==> src/design/rssi_sorted_neighbor_table_assert.svh <==
// Assertion macros for the RSSI-sorted neighbor table.
`ifndef RSSI_SORTED_NEIGHBOR_TABLE_ASSERT_SVH
`define RSSI_SORTED_NEIGHBOR_TABLE_ASSERT_SVH

// Same-cycle implication, checked on every rising edge outside reset.
`define RSNT_ASSERT_NOW(label, ante, cons, msg) \
  label: assert property (@(posedge clk) disable iff (rst) (ante) |-> (cons)) else $error(msg);

// Next-cycle implication, checked on every rising edge outside reset.
`define RSNT_ASSERT_NEXT(label, ante, cons, msg) \
  label: assert property (@(posedge clk) disable iff (rst) (ante) |=> (cons)) else $error(msg);

`endif

==> src/design/rsnt_pkg.sv <==
// Shared types and constants for the RSSI-sorted neighbor table.
`timescale 1ns / 1ps
`default_nettype none
package rsnt_pkg;

  localparam int TABLE_ENTRIES = 5;
  localparam int IDX_W = (TABLE_ENTRIES > 1) ? $clog2(TABLE_ENTRIES) : 1;
  localparam int CNT_W = $clog2(TABLE_ENTRIES + 1);

  localparam int QUEUE_DEPTH = 4;
  localparam int QPTR_W = $clog2(QUEUE_DEPTH);
  localparam int QCNT_W = $clog2(QUEUE_DEPTH + 1);

  localparam int ADDR_W = 16;
  localparam int STR_W = 16;
  localparam int POS_W = 3;
  localparam int IN_TDATA_W = 32;
  localparam int OUT_TDATA_W = 40;
  localparam int OUT_PAD_W = OUT_TDATA_W - POS_W - ADDR_W - STR_W;

  typedef enum logic [1:0] {
    ST_UPDATED  = 2'd0,
    ST_INSERTED = 2'd1,
    ST_REPLACED = 2'd2,
    ST_REJECTED = 2'd3
  } status_t;

  typedef struct packed {
    logic [STR_W-1:0]  strength;
    logic [ADDR_W-1:0] addr;
  } item_t;

  typedef struct packed {
    status_t           status;
    logic [POS_W-1:0]  position;
    logic [ADDR_W-1:0] addr;
    logic [STR_W-1:0]  strength;
    logic              last;
  } result_t;

  typedef struct packed {
    logic  valid;
    item_t item;
  } queue_head_t;

endpackage
`default_nettype wire

==> src/design/rsnt_queue.sv <==
// Front end: input request queue that decouples the stream from the table engine.
`timescale 1ns / 1ps
`default_nettype none
module rsnt_queue (
  input  wire                                 clk,
  input  wire                                 rst,
  input  wire                                 s_tvalid,
  output logic                                s_tready,
  input  wire  [rsnt_pkg::IN_TDATA_W-1:0]     s_tdata,
  output rsnt_pkg::queue_head_t               head,
  input  wire                                 pop
);
  import rsnt_pkg::*;

  item_t             mem [QUEUE_DEPTH];
  logic [QPTR_W-1:0] wr_ptr;
  logic [QPTR_W-1:0] rd_ptr;
  logic [QCNT_W-1:0] fill;
  logic              push;
  logic              do_pop;

  assign s_tready = (fill != QCNT_W'(QUEUE_DEPTH));
  assign push     = s_tvalid && s_tready;
  assign do_pop   = pop && (fill != '0);

  assign head.valid = (fill != '0);
  assign head.item  = mem[rd_ptr];

  always_ff @(posedge clk) begin
    if (push) begin
      mem[wr_ptr] <= item_t'(s_tdata);
    end
  end

  always_ff @(posedge clk) begin
    if (rst) begin
      wr_ptr <= '0;
      rd_ptr <= '0;
      fill   <= '0;
    end else begin
      if (push) begin
        wr_ptr <= wr_ptr + QPTR_W'(1);
      end
      if (do_pop) begin
        rd_ptr <= rd_ptr + QPTR_W'(1);
      end
      if (push && !do_pop) begin
        fill <= fill + QCNT_W'(1);
      end else if (do_pop && !push) begin
        fill <= fill - QCNT_W'(1);
      end
    end
  end

endmodule
`default_nettype wire

==> src/design/rsnt_engine.sv <==
// Back end: table lookup, update, move-to-front reorder and result emission.
`timescale 1ns / 1ps
`default_nettype none
module rsnt_engine (
  input  wire                    clk,
  input  wire                    rst,
  input  rsnt_pkg::queue_head_t  head,
  output logic                   pop,
  output logic                   out_valid,
  input  wire                    out_ready,
  output rsnt_pkg::result_t      out
);
  import rsnt_pkg::*;

  typedef enum logic [1:0] {
    S_IDLE,
    S_APPLY,
    S_SORT,
    S_EMIT
  } state_t;

  state_t             state;
  item_t              cur;
  status_t            cur_status;
  logic [ADDR_W-1:0]  taddr [TABLE_ENTRIES];
  logic [STR_W-1:0]   tstr  [TABLE_ENTRIES];
  logic [CNT_W-1:0]   count;
  logic [CNT_W-1:0]   idx;

  logic               found;
  logic [IDX_W-1:0]   found_idx;
  logic               sort_hit;
  logic [IDX_W-1:0]   sort_pos;
  logic               rotate;
  logic [CNT_W-1:0]   idx_next;

  assign pop = (state == S_IDLE) && head.valid;

  // Lowest matching position wins, as in a forward search.
  always_comb begin
    found     = 1'b0;
    found_idx = '0;
    for (int i = TABLE_ENTRIES - 1; i >= 0; i--) begin
      if ((CNT_W'(i) < count) && (taddr[i] == cur.addr)) begin
        found     = 1'b1;
        found_idx = IDX_W'(i);
      end
    end
  end

  // First adjacent pair whose later entry is strictly stronger.
  always_comb begin
    sort_hit = 1'b0;
    sort_pos = '0;
    for (int i = TABLE_ENTRIES - 2; i >= 0; i--) begin
      if ((CNT_W'(i + 1) < count) && (tstr[i + 1] > tstr[i])) begin
        sort_hit = 1'b1;
        sort_pos = IDX_W'(i + 1);
      end
    end
  end

  // During emission the live entries rotate left by one per result, so the
  // head entry is always the next one out and the table ends up unchanged.
  assign rotate   = ((state == S_SORT) && !sort_hit) ||
                    ((state == S_EMIT) && out_valid && out_ready && !out.last);
  assign idx_next = idx + CNT_W'(1);

  always_ff @(posedge clk) begin
    if (state == S_IDLE && head.valid) begin
      cur <= head.item;
    end

    if (state == S_APPLY) begin
      if (found) begin
        tstr[found_idx] <= cur.strength;
      end else if (count < CNT_W'(TABLE_ENTRIES)) begin
        taddr[count[IDX_W-1:0]] <= cur.addr;
        tstr[count[IDX_W-1:0]]  <= cur.strength;
      end else if (tstr[TABLE_ENTRIES-1] < cur.strength) begin
        taddr[TABLE_ENTRIES-1] <= cur.addr;
        tstr[TABLE_ENTRIES-1]  <= cur.strength;
      end
    end else if (state == S_SORT && sort_hit) begin
      taddr[0] <= taddr[sort_pos];
      tstr[0]  <= tstr[sort_pos];
      for (int k = 1; k < TABLE_ENTRIES; k++) begin
        if (IDX_W'(k) <= sort_pos) begin
          taddr[k] <= taddr[k - 1];
          tstr[k]  <= tstr[k - 1];
        end
      end
    end else if (rotate) begin
      for (int k = 0; k < TABLE_ENTRIES - 1; k++) begin
        if (CNT_W'(k + 1) < count) begin
          taddr[k] <= taddr[k + 1];
          tstr[k]  <= tstr[k + 1];
        end
      end
      for (int k = 0; k < TABLE_ENTRIES; k++) begin
        if (CNT_W'(k + 1) == count) begin
          taddr[k] <= taddr[0];
          tstr[k]  <= tstr[0];
        end
      end
    end
  end

  always_ff @(posedge clk) begin
    if (rst) begin
      state     <= S_IDLE;
      count     <= '0;
      out_valid <= 1'b0;
      idx       <= '0;
    end else begin
      unique case (state)
        S_IDLE: begin
          if (head.valid) begin
            state <= S_APPLY;
          end
        end
        S_APPLY: begin
          if (found) begin
            cur_status <= ST_UPDATED;
            state      <= S_SORT;
          end else if (count < CNT_W'(TABLE_ENTRIES)) begin
            cur_status <= ST_INSERTED;
            count      <= count + CNT_W'(1);
            state      <= S_SORT;
          end else if (tstr[TABLE_ENTRIES-1] < cur.strength) begin
            cur_status <= ST_REPLACED;
            state      <= S_SORT;
          end else begin
            out.status   <= ST_REJECTED;
            out.position <= '0;
            out.addr     <= '0;
            out.strength <= '0;
            out.last     <= 1'b1;
            out_valid    <= 1'b1;
            state        <= S_EMIT;
          end
        end
        S_SORT: begin
          if (!sort_hit) begin
            out.status   <= cur_status;
            out.position <= '0;
            out.addr     <= taddr[0];
            out.strength <= tstr[0];
            out.last     <= (count == CNT_W'(1));
            out_valid    <= 1'b1;
            idx          <= CNT_W'(1);
            state        <= S_EMIT;
          end
        end
        S_EMIT: begin
          if (out_valid && out_ready) begin
            if (out.last) begin
              out_valid <= 1'b0;
              state     <= S_IDLE;
            end else begin
              out.position <= POS_W'(idx);
              out.addr     <= taddr[0];
              out.strength <= tstr[0];
              out.last     <= (idx_next == count);
              idx          <= idx_next;
            end
          end
        end
        default: begin
          state <= S_IDLE;
        end
      endcase
    end
  end

endmodule
`default_nettype wire

==> src/design/rssi_sorted_neighbor_table.sv <==
// Top level of the RSSI-sorted neighbor table with stream request ports.
// The idle engine pops the queue head and applies the request (update, insert, replace or
// reject), then makes move-to-front steps until sorted by strength and emits every entry.
// A rejected request skips the reorder and emits one empty result. A new request is popped
// only after the last result is accepted; the input queue holds four requests meanwhile.
// Reset clears the queue, the entry count and the output valid; entries are undefined.
`timescale 1ns / 1ps
`default_nettype none
module rssi_sorted_neighbor_table (
  input  wire                                 clk,
  input  wire                                 rst,
  input  wire                                 s_tvalid,
  output logic                                s_tready,
  // s_tdata: sender_addr [15:0], signal_strength [31:16]
  input  wire  [rsnt_pkg::IN_TDATA_W-1:0]     s_tdata,
  output logic                                m_tvalid,
  input  wire                                 m_tready,
  // m_tdata: entry_position [2:0], entry_addr [18:3], entry_strength [34:19], zeros above
  output logic [rsnt_pkg::OUT_TDATA_W-1:0]    m_tdata,
  // m_tuser: status [1:0]
  output logic [1:0]                          m_tuser,
  output logic                                m_tlast
);
  import rsnt_pkg::*;

  queue_head_t head;
  logic        pop;
  result_t     res;

  rsnt_queue u_queue (
    .clk      (clk),
    .rst      (rst),
    .s_tvalid (s_tvalid),
    .s_tready (s_tready),
    .s_tdata  (s_tdata),
    .head     (head),
    .pop      (pop)
  );

  rsnt_engine u_engine (
    .clk       (clk),
    .rst       (rst),
    .head      (head),
    .pop       (pop),
    .out_valid (m_tvalid),
    .out_ready (m_tready),
    .out       (res)
  );

  assign m_tdata = {{OUT_PAD_W{1'b0}}, res.strength, res.addr, res.position};
  assign m_tuser = res.status;
  assign m_tlast = res.last;

`include "rssi_sorted_neighbor_table_assert.svh"

  `RSNT_ASSERT_NOW(a_reject_single, m_tvalid && (m_tuser == ST_REJECTED), m_tlast && (m_tdata == '0), "rejected request must be one empty last result")
  `RSNT_ASSERT_NEXT(a_position_steps, m_tvalid && m_tready && !m_tlast, m_tvalid && (m_tdata[2:0] == 3'($past(m_tdata[2:0]) + 3'd1)), "entry positions must advance by one")
  `RSNT_ASSERT_NEXT(a_strength_order, m_tvalid && m_tready && !m_tlast, m_tdata[34:19] <= $past(m_tdata[34:19]), "emitted entries must not increase in strength")

endmodule
`default_nettype wire
==> config.mk <==
export PLATFORM = sky130hd
export DESIGN_NAME = rssi_sorted_neighbor_table
export DESIGN_NICKNAME = d
export VERILOG_FILES = /design/src/design/rsnt_pkg.sv /design/src/design/rsnt_queue.sv /design/src/design/rsnt_engine.sv /design/src/design/rssi_sorted_neighbor_table.sv
export VERILOG_INCLUDE_DIRS = /design/src /design/src/design
export SDC_FILE = /design/constraint.sdc
export NUM_CORES = 1
export LEC_CHECK = 0
export BUFFER_PORTS_ARGS = -buffer_cell sky130_fd_sc_hd__buf_2
export CAP_MARGIN = 20
export CELL_PAD_IN_SITES_DETAIL_PLACEMENT = 0
export CELL_PAD_IN_SITES_GLOBAL_PLACEMENT = 1
export CORE_UTILIZATION = 51
export DETAILED_ROUTE_END_ITERATION = 12
export GPL_TIMING_DRIVEN = 0
export PLACE_DENSITY = 0.79
export SYNTH_ARGS = -nofsm -noshare
export SYNTH_HDL_FRONTEND = slang
export SYNTH_SLANG_ARGS = --single-unit
==> constraint.sdc <==
create_clock -name clk -period 12.4 [get_ports clk]
set_input_delay 3.72 -clock clk [delete_from_list [all_inputs] [get_ports clk]]
set_output_delay 3.72 -clock clk [all_outputs]
set_load 0.02 [all_outputs]
Word level (Yosys, flattened, before mapping)
Memory sizes are Yosys's and may differ from the RTL's. A register that Yosys moved wholly into a read port is not among the register bits.
Cells that the tools add are included.
- register bits after elaboration: 56
- bits in writable memories: 288
- output and inout port bits: 45
- logic and storage cells: 284
- memories kept: 3
- memories (name ; depth ; bits a word ; rd ports ; clocked after Yosys merged registers in ; wr ports ; RTL line ; source):
    u_queue.mem ; 4 ; 32 ; 1 ; 1 ; 1 ; rsnt_queue.sv:15 ; item_t mem [QUEUE_DEPTH];
    u_engine.taddr ; 5 ; 16 ; 6 ; 0 ; 5 ; rsnt_engine.sv:25 ; logic [ADDR_W-1:0] taddr [TABLE_ENTRIES];
    u_engine.tstr ; 5 ; 16 ; 6 ; 0 ; 5 ; rsnt_engine.sv:26 ; logic [STR_W-1:0] tstr [TABLE_ENTRIES];
- add/subtract/negate cells: 6
- magnitude comparators: 15
- equality and inequality tests: 24
- multiplexer cells: 156
- bitwise gates (word level): 22
- reduce and logical (&&, ||, !) cells: 44
- operator list (kind ; number):
    $mux 16 ; 23
    $mux 38 ; 4
    $pmux 36 s3 ; 1
    $mux 1 ; 98
    $eq 16x16->1 ; 5
    $mux 36 ; 2
    $gt 16x16->1 ; 4
    $mux 3 ; 17
    $reduce_or 16->1 ; 3
    $logic_and 1x1->1 ; 20
    $or 1x1->1 ; 20
    $lt 16x16->1 ; 1
    $mux 2 ; 7
    $reduce_and 7->1 ; 2
    $ne 2x2->1 const B ; 6
    $add 3x1->3 const B ; 3
    $reduce_bool 3->1 ; 3
    $pmux 2 s4 ; 1
    $reduce_and 4->1 ; 2
    $reduce_and 8->1 ; 1
    $eq 2x3->1 const A ; 2
    $eq 3x3->1 const A ; 2
    $le 2x3->1 const A ; 2
    $lt 1x3->1 const A ; 2
    25 further kinds ; 36

Logic depth before layout (Yosys ltp)
Gate-level depths: netlist (run 1).
An unclocked memory read counts as a cell.
- depth after elaboration: 17
- mapped depth: 12
- depth with buffers taken out: 10

Hierarchy
A second synthesis (run 1) with hierarchy kept.
- cells, all modules: 1836
- area total of the unflattened synthesis: 21328.0 um^2
- modules (own cells, without submodules) (module ; times used ; cells an instance ; area each (um^2) ; sequential area each (um^2)):
    rsnt_engine ; 1 ; 1615 ; 16150.5 ; 7146.9
    rsnt_queue ; 1 ; 215 ; 5136.2 ; 4023.9
    rssi_sorted_neighbor_table ; 1 ; 6 ; 41.3 ; 0.0

Worst setup path before layout (run 1)
Ideal clock, no wire load.
- kind: input to register
- from: in m_tready
- to: reg u_engine.out[10] (netlist name) (enable)
- library setup time: 0.617 ns
- arrival: 9.752 ns
- required time: 11.783 ns
- slack: 2.031 ns
- cell stages on the path: 4
- path through: nand2_1 > and2_1 > or2_2 > a2111oi_0
- word-level cells in the longest chain between the ends: 3
- RTL lines (element ; RTL line ; source):
    from (decl) ; rssi_sorted_neighbor_table.sv:17 ; input wire m_tready,
    $logic_and 1x1->1 ; rsnt_engine.sv:156 ; if (out_valid && out_ready) begin
    $ne 2x2->1 (no line) ; -- ;
    $reduce_and 8->1 (no line) ; -- ;
    to (decl) ; rsnt_engine.sv:11 ; output rsnt_pkg::result_t out
Every way passes these cells.
A chain may end at the register's enable or synchronous reset.

==> results.cfg, run 1 <==
[timing]
tightest_slew_ps = 907
min_period_ps = 6250
skew_ps = 33.0
rsz0062_at_grt = no
finalSetupViolCount = 0
layout_setup_ws_ps = 6150
timing_hold_violations_final = 0
relSlewSlack_pct = 39.5
min_period_over_period_pct = 50.4
fmax_mhz = 160
slew_viol_final = 0

[clocking]
clock_latency_ps = 590
numCtsBuffers = 41
htree_levels = 2
ctsHoldBuffers = 0
post_cts_resized = 0
postCtsSetupRepairBufs = 0
clockBufferDepth = 3
clock_sinks = 376
clkSlewWorstSetupHoldPaths_ps = 60
clock_tree.root_cell = clkbuf_16
cts_tree = done

[cells_and_area]
areaGrowthSynthToFinish_pct = 13.3
layout-drive-gt1-share_pct = 17.6
diodes = 0
fin_cells = 2313
fin_nets = 1895
fin_area_mm2 = 0.0230

[grt]
met2_usage_pct = 44.1
antenna_found_initial = 0
grt-busiest-layer = met2
grt_start_max_net_pins = 33
first_global_vias = 14200
track_usage_pct = 28.8
grt_util_met3_pct = 5.86
grtUsageMet1_pct = 40.4
overflow = 0
grt_pass1_wl_mm = 87.2

[yosys]
synth_edf_count = 360
synth_top_area_cell = edfxtp_1
ys_ff_latch = 376
synthesis.area_mm2 = 0.0203
ys.flop_type = edfxtp_1
syn_inst = 1628
yosysWarnings = 0
synth_area_leaders = edfxtp_1, ha_1, mux4_2
synth_common_cells = edfxtp_1, nor2_1, inv_1
synth_top_area_share_pct = 53.3
yosysMostFrequentCell = edfxtp_1
async_flop_share_pct = 0
synth.distinct_cells = 78
synth_area_per_cell_um2 = 12.5
ys_seq_area_share_pct = 54.8

[power]
max-vdd-ir-drop_mv = 0.146
leakage_uw = 0.00886
p_comb_share_pct = 29.8
swShare_pct = 32.5
p_switching_uw = 1470
power.density_mw_per_mm2 = 197
p_int_uw = 3070
p_seq_share_pct = 41.8
p_clk_share_pct = 28.4

[die]
initial_core_util_pct = 52.1
ioPinCount = 81
row_count = 72
core-area_mm2 = 0.0389
fp.dieW_um = 201
dieArea_mm2 = 0.0406
die_y_um = 201

[route]
drt_iter0_drc = 1691
wl_per_cell_um = 25.2
drtPass1Iterations = 6
ant_nets = 0
vias = 14600
wl_mm = 58.2
drc_errors = 0
vias_per_cell = 6.33

[place]
pre_cts_ws_ps = 5730
gp_congestion = 0.926
placed_cell_area_mm2 = 0.0216
dpl.cell_count = 2239
hpwl_mm = 41.2
numPortBuffers = 74

[worst_setup_path]
regToRegEndpoint = u_engine.tstr[2][2]
rr_worst_depth = 12
cp.required_ps = 12720
cp_max_fo = 10
slowest_stage = o21ai_0
setup.worst_path.start = m_tready
crit_path_end = u_engine.taddr[0][9]
cp.arrival_ps = 6570
r2r_slack_ps = 7140
slowest_delay_ps = 710
crit_path_end_kind = flop
crit_chain = buf_2 > a31oi_1 > nor2_1 > and2_1 > clkbuf_1 > nand2_1 > o21ai_0 > clkbuf_1 > o21ai_0 > o221a_2
r2r-start = u_engine.tstr[0][15]
crit_type = in2reg
start_kind = input port

[hold_path]
hold_class = reg2reg

[run]
max_cap_viol_count = 0

[run_status]
status = finished, final reports clean
==> worst max-delay path: cells and delay by family <==
family	cells	cell delay (ps)
AOI/OAI and AO/OA	4	1300
buffers and inverters	3	1020
and+or+nand+nor	3	530
==> sequential cells by signal, indices dropped and copies added, names as in the netlist <==
signal               cells
u_engine.cur_status      2
u_engine.out_valid       1
u_queue.fill             3
u_queue.wr_ptr           2
u_engine.out            38
u_queue.rd_ptr           2
u_engine.tstr           80
u_queue.mem            128
u_engine.state           2
u_engine.count           3
u_engine.taddr          80
u_engine.idx             3
u_engine.cur            32
==> through the flow <==
stage | TNS (ps) | hold slack (ps) | utilization, % | total power [uW]
floorplan | 0 | 472 | - | 2790
global placement | -120760 | 490 | 54.8 | 3180
detailed placement | 0 | 504 | 55.4 | 3250
CTS | 0 | 520 | 59.1 | 4540
global route | 0 | 527 | 59.1 | 4740
finish | 0 | 515 | 59.1 | 4540
==> how the worst min path moves through the flow <==
stage                                 from          endpoint  cells past startpoint
CTS                 u_engine.cur_status[1]  u_engine.out[37]                      1
floorplan                  u_queue.fill[2]   u_queue.fill[2]                      2
finish              u_engine.cur_status[1]  u_engine.out[37]                      1
detailed placement  u_engine.cur_status[1]  u_engine.out[37]                      1
global placement    u_engine.cur_status[0]  u_engine.out[36]                      1
global route        u_engine.cur_status[1]  u_engine.out[37]                      1
==> cells by family (layout without fill, tap and decap cells) <==
group | Yosys count | count (layout) | share of synthesized area [%]
adder cells (fa/ha/maj) | 95 | 95 | 5.89
flip-flops | 376 | 376 | 54.8
AO/OA/AOI/OAI | 427 | 427 | 15.4
other | 1 | 5 | 0.0185
buffers and inverters | 211 | 374 | 4.36
AND/OR/NAND/NOR | 298 | 298 | 6.98
XOR/XNOR | 90 | 90 | 3.88
multiplexers | 130 | 130 | 8.59
==> power by group through the flow <==
stage                     clock (uW)  combinational (uW)  sequential, uW
after floorplan                    0                 925            1870
after global placement             0                1250            1930
after detailed placement           0                1340            1910
after CTS                       1300                1340            1890
after global routing            1360                1470            1910
final                           1290                1350            1900
==> metal layers <==
layer / up-vias / part of all wire, %
met2: 787 / 46
met5: - / 0
li1: 6547 / -
met4: 0 / 2.9
met1: 7175 / 42
met3: 128 / 9.5
==> final cells by class <==
type | count | area, um2
Timing Repair Buffer | 89 | 571
Tap cell | 518 | 648
Inverter | 99 | 372
Multi-Input combinational cell | 1045 | 8350
Clock inverter | 27 | 340
Buffer | 112 | 513
Sequential cell | 376 | 11100
Clock buffer | 47 | 1070
Fill cell | 3240 | 15900
==> placed cells by master (no fill, tap or decap), drive strengths merged, types with 17 or more instances in the layout <==
master,netlist,routed
edfxtp,360,360
buf,44,133
clkbuf,68,115
nor2,101,101
inv,97,99
ha,94,94
a21oi,77,77
nand2,76,76
mux2i,64,64
o22ai,63,63
o21ai,60,60
xor2,51,51
xnor2,39,39
a21o,35,35
a22oi,35,35
mux2,34,34
a22o,33,33
a221o,33,33
o221a,32,32
mux4,32,32
nor2b,26,26
nand4,23,23
clkinv,2,17
Note: power is estimated with default switching activity, not from simulation.
==> run 2: changes to the inputs <==
Settings changed: CORE_UTILIZATION 51 to 46, PLACE_DENSITY 0.79 to 0.75.
Clock period 12.4 ns to 5.3 ns, I/O delays scaled along.
==> run 2 against run 1 <==
  * Clock skew decreased by 11 ps
  * Cell count grew 2.8%
  * Die area grew 11%
  * Register-to-register slack worse by 6700 ps
  * Flip-flop and latch count did not move
  * Clock-buffer cell count grew 6
  * Combinational power is 130% higher
  * Routed wire length grew 1.3%
  * Highest routed layer unchanged
==> results.cfg, run 2 (same netlist as run 1, synthesis figures left out) <==
[power]
power.density_mw_per_mm2 = 459
p_int_uw = 7130
power.total_uw = 10600
swShare_pct = 32.6
max-vdd-ir-drop_mv = 0.330
p_clk_share_pct = 28.1
p_comb_share_pct = 29.8
p_switching_uw = 3440
leakage_uw = 0.00883
p_seq_share_pct = 42.0

[route]
drc_errors = 0
wl_per_cell_um = 24.8
vias = 14500
drt_iter0_drc = 1632
vias_per_cell = 6.08
ant_nets = 0
drtPass1Iterations = 5
wl_mm = 59.0

[cells_and_area]
areaGrowthSynthToFinish_pct = 13.6
fillers = 3713
layout_common_cells = edfxtp_1, nor2_1, buf_2
fin_nets = 1892
fin_cells = 2378
largest_reg_flops = 128
max_flop_register = u_queue.mem
reg_top3 = u_queue.mem x128, u_engine.taddr x80, u_engine.tstr x80
diodes = 0
layout_commonest_cell = edfxtp_1
fin_area_mm2 = 0.0231
multi_input_area_mm2 = 0.00836
layout-drive-gt1-share_pct = 17.5
fin_util_pct = 53.3
regArea_mm2 = 0.0111

[timing]
rsz0062_at_grt = no
fmax_mhz = 204
min_period_over_period_pct = 92.4
finalSetupViolCount = 0
skew_ps = 22.5
slew_viol_final = 0
min_period_ps = 4890
tightest_slew_ps = 948
holdWs_ps = 499
relSlewSlack_pct = 36.3
timing_hold_violations_final = 0

[clocking]
clock_tree.root_cell = clkbuf_16
post_cts_resized = 0
htree_levels = 2
ctsHoldBuffers = 0
clkSlewWorstSetupHoldPaths_ps = 60
postCtsSetupRepairBufs = 0
clock_latency_ps = 580
clockBufferDepth = 3
numCtsBuffers = 41
clock_sinks = 376
cts_tree = done

[hold_path]
min_from = u_engine.cur_status[1]
worstHoldEndpoint = u_engine.out[37]
hold_depth = 1
hold_class = reg2reg

[place]
numPortBuffers = 74
hpwl_mm = 41.9
dpl.cell_count = 2303
gp_congestion = 0.907
placed_cell_area_mm2 = 0.0217

[run]
max_cap_viol_count = 0

[worst_setup_path]
crit_path_end_kind = flop
cp_max_fo = 11
r2r_slack_ps = 410
crit_type = reg2reg
cp.required_ps = 5620
rr_worst_depth = 10
r2r-start = u_engine.tstr[2][15]
regToRegEndpoint = u_engine.taddr[2][11]
start_kind = flop
cp.arrival_ps = 5220

[grt]
grt_pass1_wl_mm = 88.3
antenna_found_initial = 0
overflow = 0
first_global_vias = 14200
grt_start_max_net_pins = 33
track_usage_pct = 26.6

[die]
fp.dieW_um = 212
die_y_um = 212
initial_core_util_pct = 46.9
row_count = 76
ioPinCount = 81
dieArea_mm2 = 0.0450
core-area_mm2 = 0.0433

[run_status]
status = finished, final reports clean
## run 2: cell count changes in the layout (fill, tap and decap cells not counted), moves of 2 or more
cell / before / now
buf_4: 12 / 8
buf_6: 4 / 6
clkinv_1: 11 / 6
clkinvlp_4: 3 / 5
buf_2: 102 / 100
clkbuf_1: 73 / 78
buf_8: 7 / 9
## run 2: worst max-delay path, stage by stage, from the launching register on
cell and delay, ps:
edfxtp_1 510, ha_1 360, nand4_1 210, nor4_1 580
a41oi_1 370, o41ai_2 230, a32oi_1 440, nor2_1 610
clkbuf_1 720, o31ai_4 340, buf_8 260
## run 2: metrics by stage
stage / setup WS [ps] / setup TNS (ps)
after floorplan: 288 / 0
after global placement: -2550 / -112910
after detailed placement: 480 / 0
after CTS: 469 / 0
after global routing: 275 / 0
final: 405 / 0
## run 2: layout make-up
class | instances | share of cell area (%)
flip-flops and latches | 376 | 48.3
multi-input cells | 1045 | 36.2
clock buffers | 53 | 4.78
well taps | 585 | 3.17
repair buffers | 86 | 2.41
plain buffers | 112 | 2.22
inverters | 99 | 1.61
clock inverters | 22 | 1.28
## run 2: worst max-delay path by stage
stage,from,endpoint,slack [ps],depth (start not counted)
floorplan,u_engine.tstr[2][1],u_engine.out[10],290,9
finish,u_engine.tstr[2][15],u_engine.taddr[2][11],410,10
CTS,u_engine.tstr[0][15],u_engine.tstr[2][11],470,12
global route,u_engine.tstr[1][14],u_engine.tstr[2][7],280,12
global placement,u_engine.tstr[2][15],u_engine.out[28],-2550,9
detailed placement,u_engine.tstr[0][15],u_engine.tstr[2][11],480,12
## run 2: power groups by stage
stage               sequential, uW  combinational, uW  clock (uW)
finish                        4450               3150        2980
global route                  4480               3440        3140
CTS                           4420               3140        3020
detailed placement            4480               3130           0
global placement              4510               2950           0
floorplan                     4360               2170           0
## run 2: per-layer routing
| metal | track usage [%] | vias to the layer above | wire length, um |
|---|---|---|---|
| li1 | - | 6536 | - |
| met1 | 37.5 | 7129 | 25000 |
| met2 | 40.7 | 691 | 26900 |
| met3 | 5.79 | 113 | 5570 |
| met4 | 9.05 | 0 | 1530 |
| met5 | 0 | - | 0 |
